--- src/hw/rtl/sgd_pkg.sv ---
`timescale 1ns / 1ps
// ----------------------------------------------------------------------------
// Sobel gradient direction package
// Shared types and constants for the Sobel gradient direction block.
// ----------------------------------------------------------------------------
package sgd_pkg;

    localparam int CFG_W = 11;
    localparam int PIX_W = 8;
    localparam int MAG_W = 11;
    localparam int DIR_W = 2;
    localparam int GRAD_W = 12;
    localparam int PROD_W = 22;

    localparam logic [CFG_W-1:0] FRAME_WIDTH_RESET = 11'd640;
    localparam logic [CFG_W-1:0] FRAME_HEIGHT_RESET = 11'd480;

    localparam logic OP_PIXEL = 1'b0;
    localparam logic OP_FLUSH = 1'b1;

    localparam logic REG_FRAME_WIDTH = 1'b0;
    localparam logic REG_FRAME_HEIGHT = 1'b1;

    localparam logic [DIR_W-1:0] DIR_0 = 2'd0;
    localparam logic [DIR_W-1:0] DIR_45 = 2'd1;
    localparam logic [DIR_W-1:0] DIR_90 = 2'd2;
    localparam logic [DIR_W-1:0] DIR_135 = 2'd3;

    localparam int TAN_LO_NUM = 414;
    localparam int TAN_HI_NUM = 2414;
    localparam int TAN_DEN = 1000;

    localparam int QDEPTH = 4;
    localparam int QPTR_W = $clog2(QDEPTH);
    localparam int QCNT_W = $clog2(QDEPTH + 1);

    typedef logic [2:0][2:0][PIX_W-1:0] window_t;

    typedef struct packed {
        window_t win;
        logic    r1;
        logic    r2;
        logic    sel1;
        logic    w1;
        logic    eof;
    } entry_t;

    typedef struct packed {
        logic   valid;
        entry_t entry;
    } push_t;

endpackage

--- src/hw/rtl/sgd_queue.sv ---
`timescale 1ns / 1ps
// ----------------------------------------------------------------------------
// Sobel window queue
// Short FIFO of window entries between the front end and the back end.
// ----------------------------------------------------------------------------
module sgd_queue (
    input  logic                       clk,
    input  logic                       rst_n,
    input  sgd_pkg::push_t             push,
    input  logic                       pop,
    output sgd_pkg::entry_t            head,
    output logic                       nonempty,
    output logic [sgd_pkg::QCNT_W-1:0] count
);
    import sgd_pkg::*;

    entry_t            slots_reg [QDEPTH];
    logic [QPTR_W-1:0] wr_ptr_reg;
    logic [QPTR_W-1:0] rd_ptr_reg;
    logic [QCNT_W-1:0] count_reg;

    always_ff @(posedge clk)
    begin
        if (push.valid)
        begin
            slots_reg[wr_ptr_reg] <= push.entry;
        end
    end

    always_ff @(posedge clk or negedge rst_n)
    begin
        if (!rst_n)
        begin
            wr_ptr_reg <= '0;
            rd_ptr_reg <= '0;
            count_reg <= '0;
        end
        else
        begin
            if (push.valid)
            begin
                wr_ptr_reg <= wr_ptr_reg + QPTR_W'(1);
            end
            if (pop)
            begin
                rd_ptr_reg <= rd_ptr_reg + QPTR_W'(1);
            end
            if (push.valid && !pop)
            begin
                count_reg <= count_reg + QCNT_W'(1);
            end
            else if (pop && !push.valid)
            begin
                count_reg <= count_reg - QCNT_W'(1);
            end
        end
    end

    assign head = slots_reg[rd_ptr_reg];
    assign nonempty = (count_reg != '0);
    assign count = count_reg;

endmodule

--- config.mk ---
export PLATFORM = sky130hd
export DESIGN_NAME = sgd_queue
export DESIGN_NICKNAME = d
export VERILOG_FILES = /design/src/hw/rtl/sgd_pkg.sv /design/src/hw/rtl/sgd_queue.sv
export SDC_FILE = /design/constraint.sdc
export NUM_CORES = 1
export LEC_CHECK = 0
export ABC_AREA = 1
export BUFFER_PORTS_ARGS = -buffer_cell sky130_fd_sc_hd__buf_4
export CAP_MARGIN = 20
export CORE_ASPECT_RATIO = 1.5
export CORE_MARGIN = 2
export CORE_UTILIZATION = 25
export DETAILED_ROUTE_END_ITERATION = 6
export GPL_TIMING_DRIVEN = 1
export PLACE_DENSITY = 0.44
export RECOVER_POWER = 25
export SLEW_MARGIN = 20
export SYNTH_ARGS = -nofsm -noshare
export SYNTH_HDL_FRONTEND = slang
export SYNTH_SLANG_ARGS = --single-unit
export TNS_END_PERCENT = 50
--- constraint.sdc ---
create_clock -name clk -period 2.6 [get_ports clk]
set_input_delay 0.26 -clock clk [delete_from_list [all_inputs] [get_ports clk]]
set_output_delay 0.26 -clock clk [all_outputs]
set_load 0.01 [all_outputs]
==> results.yml, run 1 <==
die:
  initial_core_util_pct: 25.30
  die_h_um: 278.3
  die_area_mm2: 0.05199
  core_mm2: 0.04955
  core.rowCount: 100
  fp.dieW_um: 186.8
  io_pins: 162
detailed_routing:
  num_vias: 7698
  drc_errors: 0
  drtIter0Drc: 391
  firstDrtPassIters: 4
  routed_wl_um: 29190
  antenna_left: 0
  vias_per_cell: 4.093
  wire_per_inst_um: 15.52
clock_tree:
  cts_resized: 0
  cts_hold_buf: 80
  root_buffer: "clkbuf_16"
  numCtsBuffers: 34
  h-tree-depth: 2
  cts_tree: "done"
  clock_latency_ns: 0.51
  cts_sinks: 315
  cts_buffer_depth: 3
  clkSlewWorstSetupHoldPaths_ns: 0.06
  cts_setup_buffers: 0
timing:
  hold_viol_final: 0
  timing.fmax_ghz: 0.4257
  fin_crit_sh_pct: 90.34
  fin_ws_ns: 0.2511
  setup_violations: 0
  worstMarginPinSlew_ns: 0.6853
  max_slew_margin_pct: 54.31
  fin_tns_setup_ns: 0
  skew_ns: 0.008807
  min_period_ns: 2.349
  rsz0062_at_grt: "false"
  drv_slew: 0
place:
  io_buffers: 161
  place_area_mm2: 0.01467
  place_ws_ns: 0.7443
  gp_congestion: 0.6983
  dp_hpwl_um: 17390
setup_path:
  slowest_delay_ns: 0.64
  cpMostUsedCell: "nand2_1"
  cp_max_fo: 106
  crit_chain: "buf_12 -> nand2_1 -> o211ai_1 -> nand2_1 -> buf_4"
  reg2reg_slack_ns: 0.84
  r2r-end: "slots_reg[0][11]"
  critPathKind: "reg -> out"
  startpoint_type: "flop"
  slowest_stage: "dfrtp_4"
  cp.required_ns: 2.34
  reg2regPathDepth: 5
  worst-path-buf-inv: 2
  r2r-start: "wr_ptr_reg[0]"
  arrival_ns: 2.09
  critical_path.top_delay_family: "flip-flops"
  endpoint_kind: "output port"
power_and_ir_drop:
  vdd.ir_drop.worst_mv: 0.5140
  power_uw: 18110
  leakagePower_uw: 0.006327
  p_per_area_mw_per_mm2: 1107
logic_synthesis:
  syn_area_per_cell_um2: 13.25
  yosysTopAreaCellShare_pct: 73.77
  synth-seq-area-share_pct: 75.17
  synthesis.nets: 1033
  yosysWarnings: 0
  synth.largest_area_cell: "edfxtp_1"
  netlist_area_mm2: 0.01254
  syn_inst: 946
  synth_area_leaders: "edfxtp_1 (74%), o211ai_1 (9.2%), nand2_1 (7.3%)"
  yosys_register_bits: 315
  synthDistinctLibCells: 18
global_routing:
  overflow: 0
  grt_max_degree: 107
  grt_pass1_vias: 7874
  grt_util_all_layers_pct: 11.28
  antenna_found_initial: 1
  grt_pass1_wl_um: 45110
cells_and_area:
  final_nets: 1281
  layout_commonest_cell: "edfxtp_1"
  drive_gt1_share_pct: 15.94
  largest_reg_flops: 308
  syn_to_final_growth_pct: 30.51
  mostFrequentLayoutCells: "edfxtp_1 (308), nand2_1 (245), inv_1 (161), o211ai_1 (154), buf_4 (126)"
  final_util_pct: 33.02
  final_cell_area_mm2: 0.01636
status:
  status: "completed"
min_path:
  hold_class: "in -> async"
run:
  cap_violations: 0
layout make-up:
class | count | area [um^2]
fillers | 5017 | 33190
flip-flops and latches | 315 | 9432
multi-input cells | 413 | 2213
repair buffers | 264 | 2192
clock buffers | 41 | 940.9
well taps | 663 | 829.5
inverters | 166 | 635.6
clock inverters | 18 | 116.4
diodes | 1 | 2.502
stage by stage:
stage,hold WS [ns],std cells
after global placement,0.09155,1741
after floorplan,-0.03559,946
after global routing,0.2386,1881
after CTS,0.08154,1880
after detailed placement,0.09114,1741
final,0.2277,1881
cell families after synthesis:
group / synth area share [%]
and+or+nand+nor: 7.455
xor gates and xnor gates: 0.2795
AOI/OAI and AO/OA: 9.261
buffers and inverters: 7.176
adders and majority gates: 0.6587
DFF: 75.17
cells in the mapped netlist (all sizes together):
master and count:
nand3 1, ha 5, o211ai 154, nand4 1, xnor2 1, inv 166, clkbuf 4, edfxtp 308
dfrtp 7, fa 1, nor2 1, o21ai 1, xor2 3, buf 48, nand2 245
worst max-delay path by stage:
stage,from,to,slack [ns],cells after the start
global route,rd_ptr_reg[0],head[33],0.07,5
floorplan,wr_ptr_reg[0],slots_reg[2][0],0.004,4
finish,rd_ptr_reg[0],head[33],0.25,5
global placement,rd_ptr_reg[0],head[38],0.76,5
detailed placement,rd_ptr_reg[0],head[54],0.74,5
CTS,rd_ptr_reg[0],head[54],0.16,5
layer usage:
metal  GRT usage, %  wire length (um)  up-vias  part of all wire [%]
met5              0                 0        -                     0
li1               -                 -     3780                     -
met2          20.52             15050      142                    52
met4          4.721               960        0                   3.3
met3          2.144              1095       53                   3.8
met1          12.89             12090     3723                    41
power breakdown:
part	switching, uW	internal (uW)
logic	3940	2640
registers	297	6650
clock network	1910	2680
(Power assumes the default switching activity.)
==> run 2, diff against run 1 <==
--- a/config.mk
+++ b/config.mk
@@ -7,13 +7,12 @@
 export LEC_CHECK = 0
 export ABC_AREA = 1
 export BUFFER_PORTS_ARGS = -buffer_cell sky130_fd_sc_hd__buf_4
-export CAP_MARGIN = 20
 export CORE_ASPECT_RATIO = 1.5
 export CORE_MARGIN = 2
-export CORE_UTILIZATION = 25
+export CORE_UTILIZATION = 52
 export DETAILED_ROUTE_END_ITERATION = 6
 export GPL_TIMING_DRIVEN = 1
-export PLACE_DENSITY = 0.44
+export PLACE_DENSITY = 0.78
 export RECOVER_POWER = 25
 export SLEW_MARGIN = 20
 export SYNTH_ARGS = -nofsm -noshare
==> results.yml, run 2 (same netlist as run 1, synthesis figures left out) <==
status:
  status: "completed"
detailed_routing:
  routed_wl_um: 26710
  firstDrtPassIters: 5
  num_vias: 7880
  drtIter0Drc: 700
  antenna_left: 0
  vias_per_cell: 5.167
  drc_errors: 0
  wire_per_inst_um: 17.51
min_path:
  hold_class: "in -> async"
setup_path:
  cp.required_ns: 2.34
  endpoint_kind: "output port"
  worst-path-buf-inv: 2
  cp_max_fo: 77
  cpMostUsedCell: "buf_4"
  critPathKind: "reg -> out"
  slowest_delay_ns: 0.72
  arrival_ns: 2.21
  critical_path.top_delay_family: "buffers and inverters"
  crit_chain: "buf_4 -> o211ai_1 -> nand2_1 -> buf_4"
  startpoint_type: "flop"
  slowest_stage: "buf_4"
power_and_ir_drop:
  vdd.ir_drop.worst_mv: 0.7582
  power_uw: 17620
  leakagePower_uw: 0.006217
  p_per_area_mw_per_mm2: 1120
die:
  core_mm2: 0.02366
  fp.dieW_um: 130.8
  die_area_mm2: 0.02539
  initial_core_util_pct: 53.00
  io_pins: 162
  core.rowCount: 69
  die_h_um: 194.2
place:
  gp_congestion: 0.7137
  io_buffers: 161
  dp_hpwl_um: 15550
timing:
  fin_tns_setup_ns: 0
  worstMarginPinSlew_ns: 0.9418
  skew_ns: 0.006913
  fin_crit_sh_pct: 95.04
  setup_violations: 0
  min_period_ns: 2.471
  timing.fmax_ghz: 0.4047
  hold_viol_final: 0
  drv_slew: 0
  max_slew_margin_pct: 37.21
  rsz0062_at_grt: "false"
clock_tree:
  clock_latency_ns: 0.54
  numCtsBuffers: 28
  cts_resized: 0
  h-tree-depth: 1
  cts_tree: "done"
  root_buffer: "clkbuf_16"
  clkSlewWorstSetupHoldPaths_ns: 0.06
  cts_sinks: 315
  cts_buffer_depth: 3
cells_and_area:
  syn_to_final_growth_pct: 25.44
  mostFrequentLayoutCells: "edfxtp_1 (308), nand2_1 (245), inv_1 (161), o211ai_1 (154), buf_4 (122)"
  largest_reg_flops: 308
  layout_commonest_cell: "edfxtp_1"
  final_nets: 1269
  drive_gt1_share_pct: 14.78
global_routing:
  grt_pass1_vias: 8015
  overflow: 0
  grt_pass1_wl_um: 41460
  antenna_found_initial: 2
  grt_max_degree: 78
  grt_util_all_layers_pct: 21.14
run:
  cap_violations: 0
[run 2: changes by cell type in the layout (fill, tap and decap cells not counted), sizes merged]
| cell | delta |
|---|---|
| buf | -8 |
| bufinv | +4 |
| clkbuf | -7 |
| clkinvlp | +1 |
| diode | +1 |
| inv | -3 |
[run 2: where the power goes]
part / switching [uW] / internal, uW
Combinational: 3830 / 2560
Sequential: 335 / 6650
Clock: 1730 / 2520
[run 2: through the flow]
stage                     std cells  util (%)  setup WS [ns]  hold slack (ns)  area, um^2
after floorplan                 946         -       0.004489         -0.03559       12540
after global placement         1390     59.66         0.7066          0.08171       14110
after detailed placement       1390     59.66         0.6637          0.08226       14110
after CTS                      1522     67.07        0.09300          0.06472       15870
after global routing           1525     66.48        0.03911           0.2209       15730
final                          1525     66.48         0.1290           0.1629       15730
[run 2: final timing paths]
path                               start         endpoint  slack (ns)  depth (start not counted)
max                        rd_ptr_reg[1]         head[52]        0.13                          4
min                                rst_n         count[2]        0.16                          2
max reg2reg                wr_ptr_reg[1]  slots_reg[1][5]        0.74                          5
min reg2reg                     count[2]         count[2]        0.51                          2
max in group asynchronous          rst_n    rd_ptr_reg[0]        2.10                          2
min in group clk                     pop    rd_ptr_reg[0]        0.48                          3
[run 2: timing repair]
item / CTS / global route
hold endpoints to repair: 318 / 0
hold buffers: 80 / 0
setup buffers: 0 / 1
setup endpoints to repair: 0 / 1
[run 2: final cells by class]
| cell class | instances | area, um^2 |
|---|---|---|
| Timing Repair Buffer | 258 | 2097 |
| Clock inverter | 20 | 215.2 |
| Antenna cell | 2 | 5.005 |
| Clock buffer | 32 | 737.0 |
| Fill cell | 1721 | 7929 |
| Inverter | 166 | 630.6 |
| Tap cell | 319 | 399.1 |
| Multi-Input combinational cell | 413 | 2213 |
| Sequential cell | 315 | 9429 |
[run 2: routing by layer]
layer	vias to the layer above	wire length (um)	track usage (%)
met2	245	14370	37.48
li1	3750	-	-
met4	0	816	7.250
met3	54	1357	2.566
met5	-	0	0
met1	3831	10160	26.59
