### src/hw/rtl/sgd_pkg.sv
`timescale 1ns / 1ps
// ----------------------------------------------------------------------------
// Sobel gradient direction package
// Shared types and constants for the Sobel gradient direction block.
// ----------------------------------------------------------------------------
package sgd_pkg;

    localparam int CFG_W = 11;
    localparam int PIX_W = 8;
    localparam int MAG_W = 11;
    localparam int DIR_W = 2;
    localparam int GRAD_W = 12;
    localparam int PROD_W = 22;

    localparam logic [CFG_W-1:0] FRAME_WIDTH_RESET = 11'd640;
    localparam logic [CFG_W-1:0] FRAME_HEIGHT_RESET = 11'd480;

    localparam logic OP_PIXEL = 1'b0;
    localparam logic OP_FLUSH = 1'b1;

    localparam logic REG_FRAME_WIDTH = 1'b0;
    localparam logic REG_FRAME_HEIGHT = 1'b1;

    localparam logic [DIR_W-1:0] DIR_0 = 2'd0;
    localparam logic [DIR_W-1:0] DIR_45 = 2'd1;
    localparam logic [DIR_W-1:0] DIR_90 = 2'd2;
    localparam logic [DIR_W-1:0] DIR_135 = 2'd3;

    localparam int TAN_LO_NUM = 414;
    localparam int TAN_HI_NUM = 2414;
    localparam int TAN_DEN = 1000;

    localparam int QDEPTH = 4;
    localparam int QPTR_W = $clog2(QDEPTH);
    localparam int QCNT_W = $clog2(QDEPTH + 1);

    typedef logic [2:0][2:0][PIX_W-1:0] window_t;

    typedef struct packed {
        window_t win;
        logic    r1;
        logic    r2;
        logic    sel1;
        logic    w1;
        logic    eof;
    } entry_t;

    typedef struct packed {
        logic   valid;
        entry_t entry;
    } push_t;

endpackage

### src/hw/rtl/sgd_back.sv
`timescale 1ns / 1ps
// ----------------------------------------------------------------------------
// Sobel back end
// Expands each queue entry into one or two results and computes the
// gradient magnitude and quantized direction in a three-stage pipeline.
// ----------------------------------------------------------------------------
module sgd_back (
    input  logic                      clk,
    input  logic                      rst_n,
    input  sgd_pkg::entry_t           head,
    input  logic                      nonempty,
    output logic                      pop,
    output logic                      out_valid,
    input  logic                      out_stall,
    output logic [sgd_pkg::MAG_W-1:0] magnitude,
    output logic [sgd_pkg::DIR_W-1:0] direction,
    output logic                      last_in_run,
    output logic                      end_of_frame
);
    import sgd_pkg::*;

    logic              adv;
    logic              issue;
    logic              second;
    logic              finish;
    logic              part_reg;
    logic [1:0]        cl;
    logic [1:0]        cm;
    logic [PIX_W+1:0]  sum_r;
    logic [PIX_W+1:0]  sum_l;
    logic [PIX_W+1:0]  sum_b;
    logic [PIX_W+1:0]  sum_t;
    logic signed [GRAD_W-1:0] gx;
    logic signed [GRAD_W-1:0] gy;

    logic                     s1_valid_reg;
    logic signed [GRAD_W-1:0] s1_gx_reg;
    logic signed [GRAD_W-1:0] s1_gy_reg;
    logic                     s1_last_reg;
    logic                     s1_eof_reg;
    logic signed [GRAD_W-1:0] ngx;
    logic signed [GRAD_W-1:0] ngy;

    logic             s2_valid_reg;
    logic [MAG_W-1:0] s2_ax_reg;
    logic [MAG_W-1:0] s2_ay_reg;
    logic             s2_same_reg;
    logic             s2_last_reg;
    logic             s2_eof_reg;

    logic [PROD_W-1:0] ay_den;
    logic [PROD_W-1:0] ax_lo;
    logic [PROD_W-1:0] ax_hi;
    logic [DIR_W-1:0]  dir_next;

    logic             out_valid_reg;
    logic [MAG_W-1:0] mag_reg;
    logic [DIR_W-1:0] dir_reg;
    logic             last_reg;
    logic             eof_reg;

    assign adv = !(out_valid_reg && out_stall);
    assign issue = adv && nonempty;
    assign second = part_reg || !head.r1;
    assign finish = second || !head.r2;
    assign pop = issue && finish;

    always_ff @(posedge clk or negedge rst_n)
    begin
        if (!rst_n)
        begin
            part_reg <= 1'b0;
        end
        else if (issue)
        begin
            part_reg <= !finish;
        end
    end

    always_comb
    begin
        if (second)
        begin
            cl = head.w1 ? 2'd2 : 2'd1;
            cm = 2'd2;
        end
        else
        begin
            cl = head.sel1 ? 2'd1 : 2'd0;
            cm = 2'd1;
        end
        sum_r = {2'b00, head.win[0][2]} + {1'b0, head.win[1][2], 1'b0} +
                {2'b00, head.win[2][2]};
        sum_l = {2'b00, head.win[0][cl]} + {1'b0, head.win[1][cl], 1'b0} +
                {2'b00, head.win[2][cl]};
        sum_b = {2'b00, head.win[2][cl]} + {1'b0, head.win[2][cm], 1'b0} +
                {2'b00, head.win[2][2]};
        sum_t = {2'b00, head.win[0][cl]} + {1'b0, head.win[0][cm], 1'b0} +
                {2'b00, head.win[0][2]};
        gx = $signed({2'b00, sum_r}) - $signed({2'b00, sum_l});
        gy = $signed({2'b00, sum_b}) - $signed({2'b00, sum_t});
    end

    assign ngx = -s1_gx_reg;
    assign ngy = -s1_gy_reg;

    assign ay_den = PROD_W'(s2_ay_reg) * PROD_W'(TAN_DEN);
    assign ax_lo = PROD_W'(s2_ax_reg) * PROD_W'(TAN_LO_NUM);
    assign ax_hi = PROD_W'(s2_ax_reg) * PROD_W'(TAN_HI_NUM);

    always_comb
    begin
        if (ay_den <= ax_lo)
        begin
            dir_next = DIR_0;
        end
        else if (ay_den >= ax_hi)
        begin
            dir_next = DIR_90;
        end
        else if (s2_same_reg)
        begin
            dir_next = DIR_45;
        end
        else
        begin
            dir_next = DIR_135;
        end
    end

    always_ff @(posedge clk or negedge rst_n)
    begin
        if (!rst_n)
        begin
            s1_valid_reg <= 1'b0;
            s2_valid_reg <= 1'b0;
            out_valid_reg <= 1'b0;
        end
        else if (adv)
        begin
            s1_valid_reg <= issue;
            s2_valid_reg <= s1_valid_reg;
            out_valid_reg <= s2_valid_reg;
        end
    end

    always_ff @(posedge clk)
    begin
        if (adv)
        begin
            s1_gx_reg <= gx;
            s1_gy_reg <= gy;
            s1_last_reg <= finish;
            s1_eof_reg <= second && head.eof;

            s2_ax_reg <= s1_gx_reg[GRAD_W-1] ? ngx[MAG_W-1:0] : s1_gx_reg[MAG_W-1:0];
            s2_ay_reg <= s1_gy_reg[GRAD_W-1] ? ngy[MAG_W-1:0] : s1_gy_reg[MAG_W-1:0];
            s2_same_reg <= (s1_gx_reg[GRAD_W-1] == s1_gy_reg[GRAD_W-1]);
            s2_last_reg <= s1_last_reg;
            s2_eof_reg <= s1_eof_reg;

            mag_reg <= s2_ax_reg + s2_ay_reg;
            dir_reg <= dir_next;
            last_reg <= s2_last_reg;
            eof_reg <= s2_eof_reg;
        end
    end

    assign out_valid = out_valid_reg;
    assign magnitude = mag_reg;
    assign direction = dir_reg;
    assign last_in_run = last_reg;
    assign end_of_frame = eof_reg;

endmodule

### config.mk
export PLATFORM = sky130hd
export DESIGN_NAME = sgd_back
export DESIGN_NICKNAME = d
export VERILOG_FILES = /design/src/hw/rtl/sgd_pkg.sv /design/src/hw/rtl/sgd_back.sv
export SDC_FILE = /design/constraint.sdc
export NUM_CORES = 1
export LEC_CHECK = 0
export BUFFER_PORTS_ARGS = -buffer_cell sky130_fd_sc_hd__buf_2
export CAP_MARGIN = 20
export CORE_ASPECT_RATIO = 0.9
export CORE_MARGIN = 5
export CORE_UTILIZATION = 40
export DETAILED_ROUTE_END_ITERATION = 10
export GPL_ROUTABILITY_DRIVEN = 0
export GPL_TIMING_DRIVEN = 0
export SKIP_LAST_GASP = 1
export SYNTH_ARGS = -nofsm -noshare
export SYNTH_HDL_FRONTEND = slang
export SYNTH_SLANG_ARGS = --single-unit
### constraint.sdc
create_clock -name clk -period 8 [get_ports clk]
set_clock_uncertainty 0.1 [all_clocks]
set_input_delay 0.4 -clock clk [delete_from_list [all_inputs] [get_ports clk]]
set_output_delay 0.4 -clock clk [all_outputs]
set_load 0.005 [all_outputs]
==> results by group, run 1 <==
Run status
  • Status: completed

Clock tree
  • Root buf cell: clkbuf_16
  • Post-CTS Setup Bufs: 0
  • Clk sinks: 68
  • CTS tree: built
  • Worst-path clk slew: 0.07 ns
  • Max Buffers Root-to-Sink: 2
  • Clock latency on the worst-skew pair: 0.34 ns
  • TritonCTS buffer count: 9
  • H-tree Lvls: 3

STA
  • Final Hold Vio Count: 0
  • Slew headroom: 40.22%
  • Final setup TNS: 0 ns
  • Hold slack: 0.2114 ns
  • Setup violations, final: 0
  • Max Fclk: 136.0 MHz
  • RSZ-0062 raised after global routing: false
  • Slew Limit Fails: 0
  • Min Tclk post-route: 7.356 ns
  • Slew at the pin closest to its max-slew limit: 0.8967 ns
  • Final worst-path cycle share: 91.94%

Setup path
  • Arr. time, crit path: 7.37 ns
  • Reg-to-reg critical path startpoint: s2_ax_reg[5]
  • Setup crit end kind: flip-flop
  • Crit-path max FO: 9
  • Crit path required time: 8.01 ns
  • CP Class: flip-flop to flip-flop
  • Worst r2r dst: direction[1]
  • First element of the critical path: s2_ax_reg[5]
  • Worst Setup EP: direction[1]
  • Reg2reg setup slack: 0.64 ns
  • Worst reg2reg path depth: 23
  • Element type at the critical path start: flip-flop

Job
  • Max cap viols: 0

Layout
  • ANT cells: 0
  • Nets@finish: 1,884
  • Area growth syn-to-layout: 10.30%
  • Final Util: 44.86%
  • Fin area: 13,900 um2
  • Layout cells sized above 1: 8.848%

Detailed routing
  • Drt drc: 0
  • Vias per cell: 4.962
  • Post-DRT Antenna Nets: 0
  • Drt pass-1 iters: 6
  • Vias post-DR: 9,096
  • Routed WL per cell: 15.45 um
  • WL final: 28.32 mm
  • DRT iter0 DRCs: 483

Die
  • Core box area: 30,990 um2
  • DIE HEIGHT: 178.4 um
  • Initial core utilization: 40.67%
  • Num rows: 61
  • IO Pins: 98
  • Die ar.: 35,160 um2
  • Die X: 197.1 um

Synthesis
  • Synth Register Bits: 68
  • Cell count after synthesis: 1,310
  • Top post-synthesis cells by area: fa_1, ha_1, edfxtp_1
  • Post-synth EDFFs: 64
  • Avg Inst Size Synth: 9.620 um2
  • Synth warn: 0
  • Share of the synthesized area in the top cell type: 26.21%
  • Fraction of the yosys area taken by sequential cells: 16.04%
  • Main synth FF type: edfxtp_1
  • Synth unique cells: 60
  • Mapped cell area: 12,600 um2
  • Syn Nets: 1,775
  • Synth async-reset ratio: 5.882%
  • Post-synth top area cell: fa_1

Placement
  • Hpwl dp: 24.54 mm
  • Port bufs: 97
  • Dpl cell area: 13,610 um2

Min path
  • Hold WC Path Type: input port to flip-flop

Global routing
  • Initial antenna violation count: 0
  • Gr usage total: 16.91%
  • Number of global-route vias before repair: 9,692
  • Global-route wire length before repair: 47.53 mm
  • Grt total ovfl: 0
  • Largest net degree at the start of global routing: 68
-- cells in the final DEF, fill, tap and decap left out, types with 4 or more instances in the layout --
| master | count |
|---|---|
| a211oi_1 | 5 |
| a21boi_0 | 5 |
| a21o_1 | 27 |
| a21oi_1 | 58 |
| a22oi_1 | 12 |
| a31oi_1 | 4 |
| and2_1 | 6 |
| buf_2 | 97 |
| clkbuf_1 | 13 |
| clkbuf_16 | 9 |
| dfrtp_1 | 4 |
| edfxtp_1 | 64 |
| fa_1 | 165 |
| ha_1 | 219 |
| inv_1 | 318 |
| mux2i_1 | 8 |
| nand2_1 | 82 |
| nand2b_1 | 10 |
| nand3_1 | 14 |
| nand4_1 | 4 |
| nor2_1 | 46 |
| nor2b_1 | 9 |
| nor3_1 | 15 |
| nor4_1 | 4 |
| o21a_1 | 7 |
| o21ai_0 | 45 |
| o21ai_1 | 4 |
| o21bai_1 | 15 |
| o31ai_1 | 4 |
| or3_1 | 9 |
| xnor2_1 | 63 |
| xor2_1 | 19 |
-- cells by family after synthesis --
| group | synth area share [%] |
|---|---|
| AO/OA/AOI/OAI | 11.28 |
| XOR/XNOR | 5.699 |
| adder cells (fa/ha/maj) | 48.03 |
| buffers and inverters | 9.859 |
| flip-flops | 16.04 |
| multiplexers | 1.023 |
| AND/OR/NAND/NOR | 8.062 |
-- repair_timing --
action	in CTS	in global routing
hold buffers	1	0
gates resized for setup	0	0
hold endpoints to repair	4	0
-- stage by stage --
stage          setup WS [ns]  std cells
2_1_floorplan          1.842       1310
3_3_place_gp          0.6790       1816
3_5_place_dp          0.6512       1816
4_1_cts               0.6033       1833
5_1_grt               0.1963       1833
6_report              0.6444       1833
-- Yosys cell counts, types with 4 or more instances --
library cell  instances
a211oi_1              5
nand2_1              83
nand2b_1             10
nor3_1               15
xor2_1               19
clkbuf_1             13
a21oi_1              58
xnor2_1              63
dfrtp_1               4
nor4_1                4
nor2b_1               9
o21a_1                7
fa_1                165
a21o_1               27
a22oi_1              12
nand3_1              14
and2_1                6
a21boi_0              5
mux2i_1               8
o21ai_0              45
o21bai_1             15
o21ai_1               4
a31oi_1               4
inv_1               318
ha_1                219
o31ai_1               4
edfxtp_1             64
nor2_1               46
or3_1                 9
nand4_1               4
-- final cells by class --
cell class | count | area (um2)
Clock inverter | 7 | 57.56
Multi-Input combinational cell | 911 | 9345
Inverter | 318 | 1194
Timing Repair Buffer | 98 | 495.5
Sequential cell | 68 | 2022
Clock buffer | 9 | 225.2
Buffer | 13 | 48.80
Tap cell | 409 | 511.7
Fill cell | 3073 | 17090
-- worst max-delay path: stages (launching register included) --
cell,delay [ns]
edfxtp_1,0.86
ha_1,0.34
inv_1,0.07
fa_1,0.39
fa_1,0.49
inv_1,0.05
fa_1,0.46
fa_1,0.49
ha_1,0.36
a2111oi_0,0.38
o21ai_1,0.19
a221oi_1,0.39
o21ai_1,0.16
o21bai_1,0.31
xnor2_1,0.14
ha_1,0.32
and3_1,0.23
nand4_1,0.12
a211oi_1,0.31
nor2_1,0.11
o21ai_0,0.18
a22oi_1,0.10
o31a_1,0.26
nor3_1,0.30
-- routing by layer --
layer / part of all wire [%] / up-vias / global-route usage [%]
met1: 46 / 4349 / 22.79
met2: 47 / 198 / 29.07
met4: 2.3 / 0 / 3.986
li1: - / 4515 / -
met3: 4.0 / 34 / 2.323
met5: 0 / - / 0
-- worst min-delay path by stage --
stage                     startpoint            to  slack (ns)  cells past startpoint
after floorplan                rst_n     out_valid       0.004                      0
after global placement         rst_n      part_reg        0.11                      1
after detailed placement       rst_n      part_reg        0.11                      1
after CTS                   nonempty  s1_valid_reg        0.20                      3
after global routing        nonempty  s1_valid_reg        0.22                      3
final                       nonempty  s1_valid_reg        0.21                      3
Power of run 1 is not shown: default switching activity piles up to over one toggle a cycle in this logic, so the estimate is an artifact.
==> inputs of run 2 (changes only) <==
Settings changed: CORE_UTILIZATION 40 to 63, PLACE_DENSITY set to 0.83.
==> results by group, run 2 (synthesis gave the netlist of run 1 again) <==
Min path
  • Hold WC Path Type: input port to flip-flop
  • Hold path cells: 3

Clock tree
  • PostCTS Resize Cnt: 0
  • Clock latency on the worst-skew pair: 0.34 ns
  • Worst-path clk slew: 0.06 ns
  • H-tree Lvls: 3
  • Root buf cell: clkbuf_16
  • TritonCTS buffer count: 9
  • Post-CTS Setup Bufs: 0
  • Max Buffers Root-to-Sink: 2
  • Clk sinks: 68
  • CTS tree: built

Setup path
  • Most common cell on crit path: fa_1
  • Crit-path max FO: 10
  • Crit-path leading delay family: adder cells
  • CP cell instances: ha_1, inv_1, fa_1, fa_1, inv_1, fa_1, fa_1, ha_1, a2111oi_0, o21ai_1, a221oi_1, o21ai_1, o21bai_1, xnor2_1, ha_1, and3_1, nand4_1, a211oi_1, nor2_1, o21ai_0, a22oi_1, o31a_1, nor3_1
  • Crit path required time: 8.02 ns
  • Worst path depth: 23
  • Crit-path max cell delay: 0.72 ns
  • Reg2reg setup slack: 0.73 ns
  • CP Class: flip-flop to flip-flop
  • Setup crit end kind: flip-flop
  • Slowest stage cell, crit path: edfxtp_1
  • Arr. time, crit path: 7.29 ns
  • CP bufs+invs: 2
  • Worst reg2reg path depth: 23
  • Element type at the critical path start: flip-flop

Global routing
  • Gr usage total: 26.13%
  • Largest net degree at the start of global routing: 68
  • Grt total ovfl: 0
  • Global-route wire length before repair: 48.71 mm
  • Initial antenna violation count: 0
  • Number of global-route vias before repair: 10,310

Run status
  • Status: completed

Detailed routing
  • Met3 wire length: 1.751 mm
  • Vias per cell: 5.687
  • WL final: 28.59 mm
  • Met2 wire length: 14.20 mm
  • Post-DRT Antenna Nets: 0
  • Highest routed layer: met4
  • DRT iter0 DRCs: 586
  • M1 wire length: 11.66 mm
  • Drt drc: 0
  • Vias post-DR: 9,542
  • Drt pass-1 iters: 7
  • Routed WL per cell: 17.04 um

STA
  • Final worst-path cycle share: 90.87%
  • Final setup TNS: 0 ns
  • RSZ-0062 raised after global routing: false
  • Max Fclk: 137.6 MHz
  • Slew at the pin closest to its max-slew limit: 0.9053 ns
  • Slew Limit Fails: 0
  • Final Hold Vio Count: 0
  • Setup violations, final: 0
  • Min Tclk post-route: 7.269 ns
  • Slew headroom: 39.65%

Die
  • DIE HEIGHT: 144.2 um
  • Core box area: 19,800 um2
  • Die X: 159.1 um
  • Initial core utilization: 63.64%
  • Num rows: 49
  • Die ar.: 22,940 um2
  • IO Pins: 98

Placement
  • Hpwl dp: 24.12 mm
  • Port bufs: 97

Layout
  • Most frequent cells in the layout: inv_1, ha_1, fa_1, buf_2, nand2_1
  • Layout cells sized above 1: 8.784%
  • ANT cells: 0
  • Nets@finish: 1,884
  • Area growth syn-to-layout: 8.648%
  • Most common cell after layout, fill and taps aside: inv_1

Job
  • Max cap viols: 0
run 2: cell count changes in the layout (fill, tap and decap cells not counted), sizes merged:
cell    previous run  this run
clkinv             1         4
inv              322       318
run 2: worst min-delay path, delay by kind of cell:
| kind | cells | cell delay [ns] |
|---|---|---|
| buffers and inverters | 1 | 0.12 |
| and+or+nand+nor | 2 | 0.12 |
run 2: layer usage:
| metal | up-vias | GRT usage [%] |
|---|---|---|
| met5 | - | 0 |
| met4 | 0 | 9.022 |
| met3 | 75 | 4.104 |
| met2 | 309 | 46.58 |
| met1 | 4651 | 32.81 |
| li1 | 4507 | - |
run 2: path summary, 6_finish.rpt:
| check | endpoint | from |
|---|---|---|
| setup / recovery | direction[1] | s2_ax_reg[6] |
| max in group asynchronous | out_valid | rst_n |
| min in group asynchronous | part_reg | rst_n |
| hold reg to reg | s2_eof_reg | s1_eof_reg |
| hold / removal | s1_valid_reg | out_stall |
| setup reg to reg | direction[1] | s2_ax_reg[6] |
run 2: cell type report:
cell class,instances,area [um2]
multi-input combinational,911,9345
fill,1445,6111
clock inverter,6,42.54
clock buffer,9,225.2
inverter,318,1194
timing repair buffer,98,495.5
buffer,13,48.80
sequential,68,2022
tap,255,319.1
run 2: per-stage QoR:
stage	hold slack [ns]	worst slack (ns)	instances	cell area (um2)	utilization [%]
after floorplan	0.004409	1.842	1310	12600	-
after global placement	0.1055	1.017	1662	13410	67.70
after detailed placement	0.1103	0.8952	1662	13410	67.74
after CTS	0.2300	0.8372	1678	13690	69.14
after global routing	0.2524	0.3335	1678	13690	69.14
final	0.2434	0.7306	1678	13690	69.14
run 2: repair_timing:
item,CTS,global route
endpoints found under the setup margin,0,0
endpoints found under the hold margin,4,0
hold buffers,1,0
Power of run 2 is left out for the same reason.
==> inputs of run 3 (changes only) <==
Settings changed: CORE_UTILIZATION 63 to 68, PLACE_DENSITY 0.83 to not set, PLACE_DENSITY_LB_ADDON set to 0.3.
Clock period 8 ns to 8.9 ns, I/O delays scaled along.
==> results by group, run 3 (synthesis gave the netlist of run 1 again) <==
Run status
  • Status: completed

Setup path
  • Crit-path max FO: 10
  • Most common cell on crit path: fa_1
  • Crit-path max cell delay: 0.78 ns
  • Worst Setup EP: direction[1]
  • CP Class: flip-flop to flip-flop
  • CP cell instances: ha_1, inv_1, fa_1, fa_1, inv_1, fa_1, fa_1, ha_1, a2111oi_0, o21ai_1, a221oi_1, o21ai_1, o21bai_1, xnor2_1, ha_1, and3_1, nand4_1, a211oi_1, nor2_1, o21ai_0, a22oi_1, o31a_1, nor3_1
  • Setup crit end kind: flip-flop
  • Reg2reg setup slack: 1.42 ns
  • Reg-to-reg critical path startpoint: s2_ax_reg[6]
  • First element of the critical path: s2_ax_reg[6]
  • Worst reg2reg path depth: 23
  • Slowest stage cell, crit path: edfxtp_1
  • Worst r2r dst: direction[1]
  • Element type at the critical path start: flip-flop
  • Crit path required time: 8.90 ns
  • Arr. time, crit path: 7.48 ns

Clock tree
  • Max Buffers Root-to-Sink: 2
  • Root buf cell: clkbuf_16
  • TritonCTS buffer count: 9
  • PostCTS Resize Cnt: 0
  • Worst-path clk slew: 0.06 ns
  • Clock latency on the worst-skew pair: 0.33 ns
  • H-tree Lvls: 3
  • Post-CTS Setup Bufs: 0
  • Clk sinks: 68
  • CTS Hold Bufs: 1
  • CTS tree: built

STA
  • Final setup TNS: 0 ns
  • Slew Limit Fails: 0
  • Setup violations, final: 0
  • Final worst-path cycle share: 84.00%
  • Slew at the pin closest to its max-slew limit: 1.063 ns
  • Max Fclk: 133.8 MHz
  • Final Hold Vio Count: 0
  • Slew headroom: 28.84%
  • RSZ-0062 raised after global routing: false
  • Min Tclk post-route: 7.476 ns

Layout
  • Nets@finish: 1,884
  • Most common cell after layout, fill and taps aside: inv_1
  • Most frequent cells in the layout: inv_1, ha_1, fa_1, buf_2, nand2_1
  • Area growth syn-to-layout: 8.866%
  • Fillers: 1,265
  • ANT cells: 0
  • Layout cells sized above 1: 8.848%

Die
  • DIE HEIGHT: 139.1 um
  • IO Pins: 98
  • Die ar.: 21,360 um2
  • Num rows: 47
  • Core box area: 18,290 um2
  • Die X: 153.5 um
  • Initial core utilization: 68.91%

Global routing
  • Global-route wire length before repair: 48.16 mm
  • Number of global-route vias before repair: 10,010
  • Initial antenna violation count: 3
  • Gr usage total: 28.03%
  • Grt total ovfl: 0
  • Largest net degree at the start of global routing: 68

Min path
  • Hold WC Path Type: input port to flip-flop

Placement
  • Port bufs: 97
  • Hpwl dp: 24.14 mm

Detailed routing
  • Vias post-DR: 9,543
  • Drt pass-1 iters: 6
  • WL final: 29.03 mm
  • Post-DRT Antenna Nets: 0
  • DRT iter0 DRCs: 717
  • Drt drc: 0
  • Routed WL per cell: 17.39 um
  • Vias per cell: 5.718

Job
  • Max cap viols: 0
==> run 3: cell count changes in the layout (fill, tap and decap cells not counted) <==
| cell | before | now |
|---|---|---|
| bufinv_16 | 0 | 1 |
| clkinv_2 | 2 | 0 |
| clkinv_4 | 2 | 1 |
| inv_6 | 0 | 2 |
| inv_8 | 0 | 1 |
==> run 3: final cells by class <==
class | count | area [um2] | share of cell area, %
Buffer | 13 | 48.80 | 0.3557
Clock buffer | 9 | 225.2 | 1.642
Clock inverter | 7 | 82.58 | 0.6019
Inverter | 318 | 1194 | 8.700
Multi-Input combinational cell | 911 | 9345 | 68.12
Sequential cell | 68 | 2022 | 14.74
Tap cell | 245 | 306.5 | 2.234
Timing Repair Buffer | 98 | 495.5 | 3.611
==> run 3: worst min-delay path by stage <==
stage	start	end	slack, ns	cells after the start
6_report	nonempty	s1_valid_reg	0.29	3
5_1_grt	nonempty	s1_valid_reg	0.29	3
4_1_cts	nonempty	s1_valid_reg	0.28	3
3_5_place_dp	rst_n	part_reg	0.15	1
3_3_place_gp	rst_n	part_reg	0.15	1
2_1_floorplan	rst_n	out_valid	0.05	0
==> run 3: metal layers <==
layer / share of wire, % / track usage, % / wire length [um] / vias up
li1: - / - / - / 4497
met1: 42 / 38.00 / 12300 / 4607
met2: 48 / 47.22 / 13870 / 370
met3: 7.5 / 5.273 / 2163 / 63
met4: 2.3 / 6.459 / 657 / 6
met5: 0.12 / 0 / 34 / -
==> run 3: critical path, delay by kind of cell, from the launching register on <==
kind	cells	cell delay (ns)
buffers and inverters	2	0.11
AND/OR/NAND/NOR	4	0.81
XOR/XNOR	1	0.12
AO/OA/AOI/OAI	9	2.28
flip-flops	1	0.78
adder cells (fa/ha/maj)	7	3.05
==> run 3: stage by stage <==
stage          area [um2]  hold WS (ns)  util, %  setup slack [ns]  instances
5_1_grt             13720        0.2892    75.02             1.058       1669
6_report            13720        0.2852    75.02             1.424       1669
3_3_place_gp        13390        0.1499    73.24             1.644       1652
2_1_floorplan       12600       0.04941        -             2.742       1310
3_5_place_dp        13400        0.1517    73.28             1.676       1652
4_1_cts             13720        0.2788    75.02             1.618       1669
Power of run 3 is left out for the same reason.
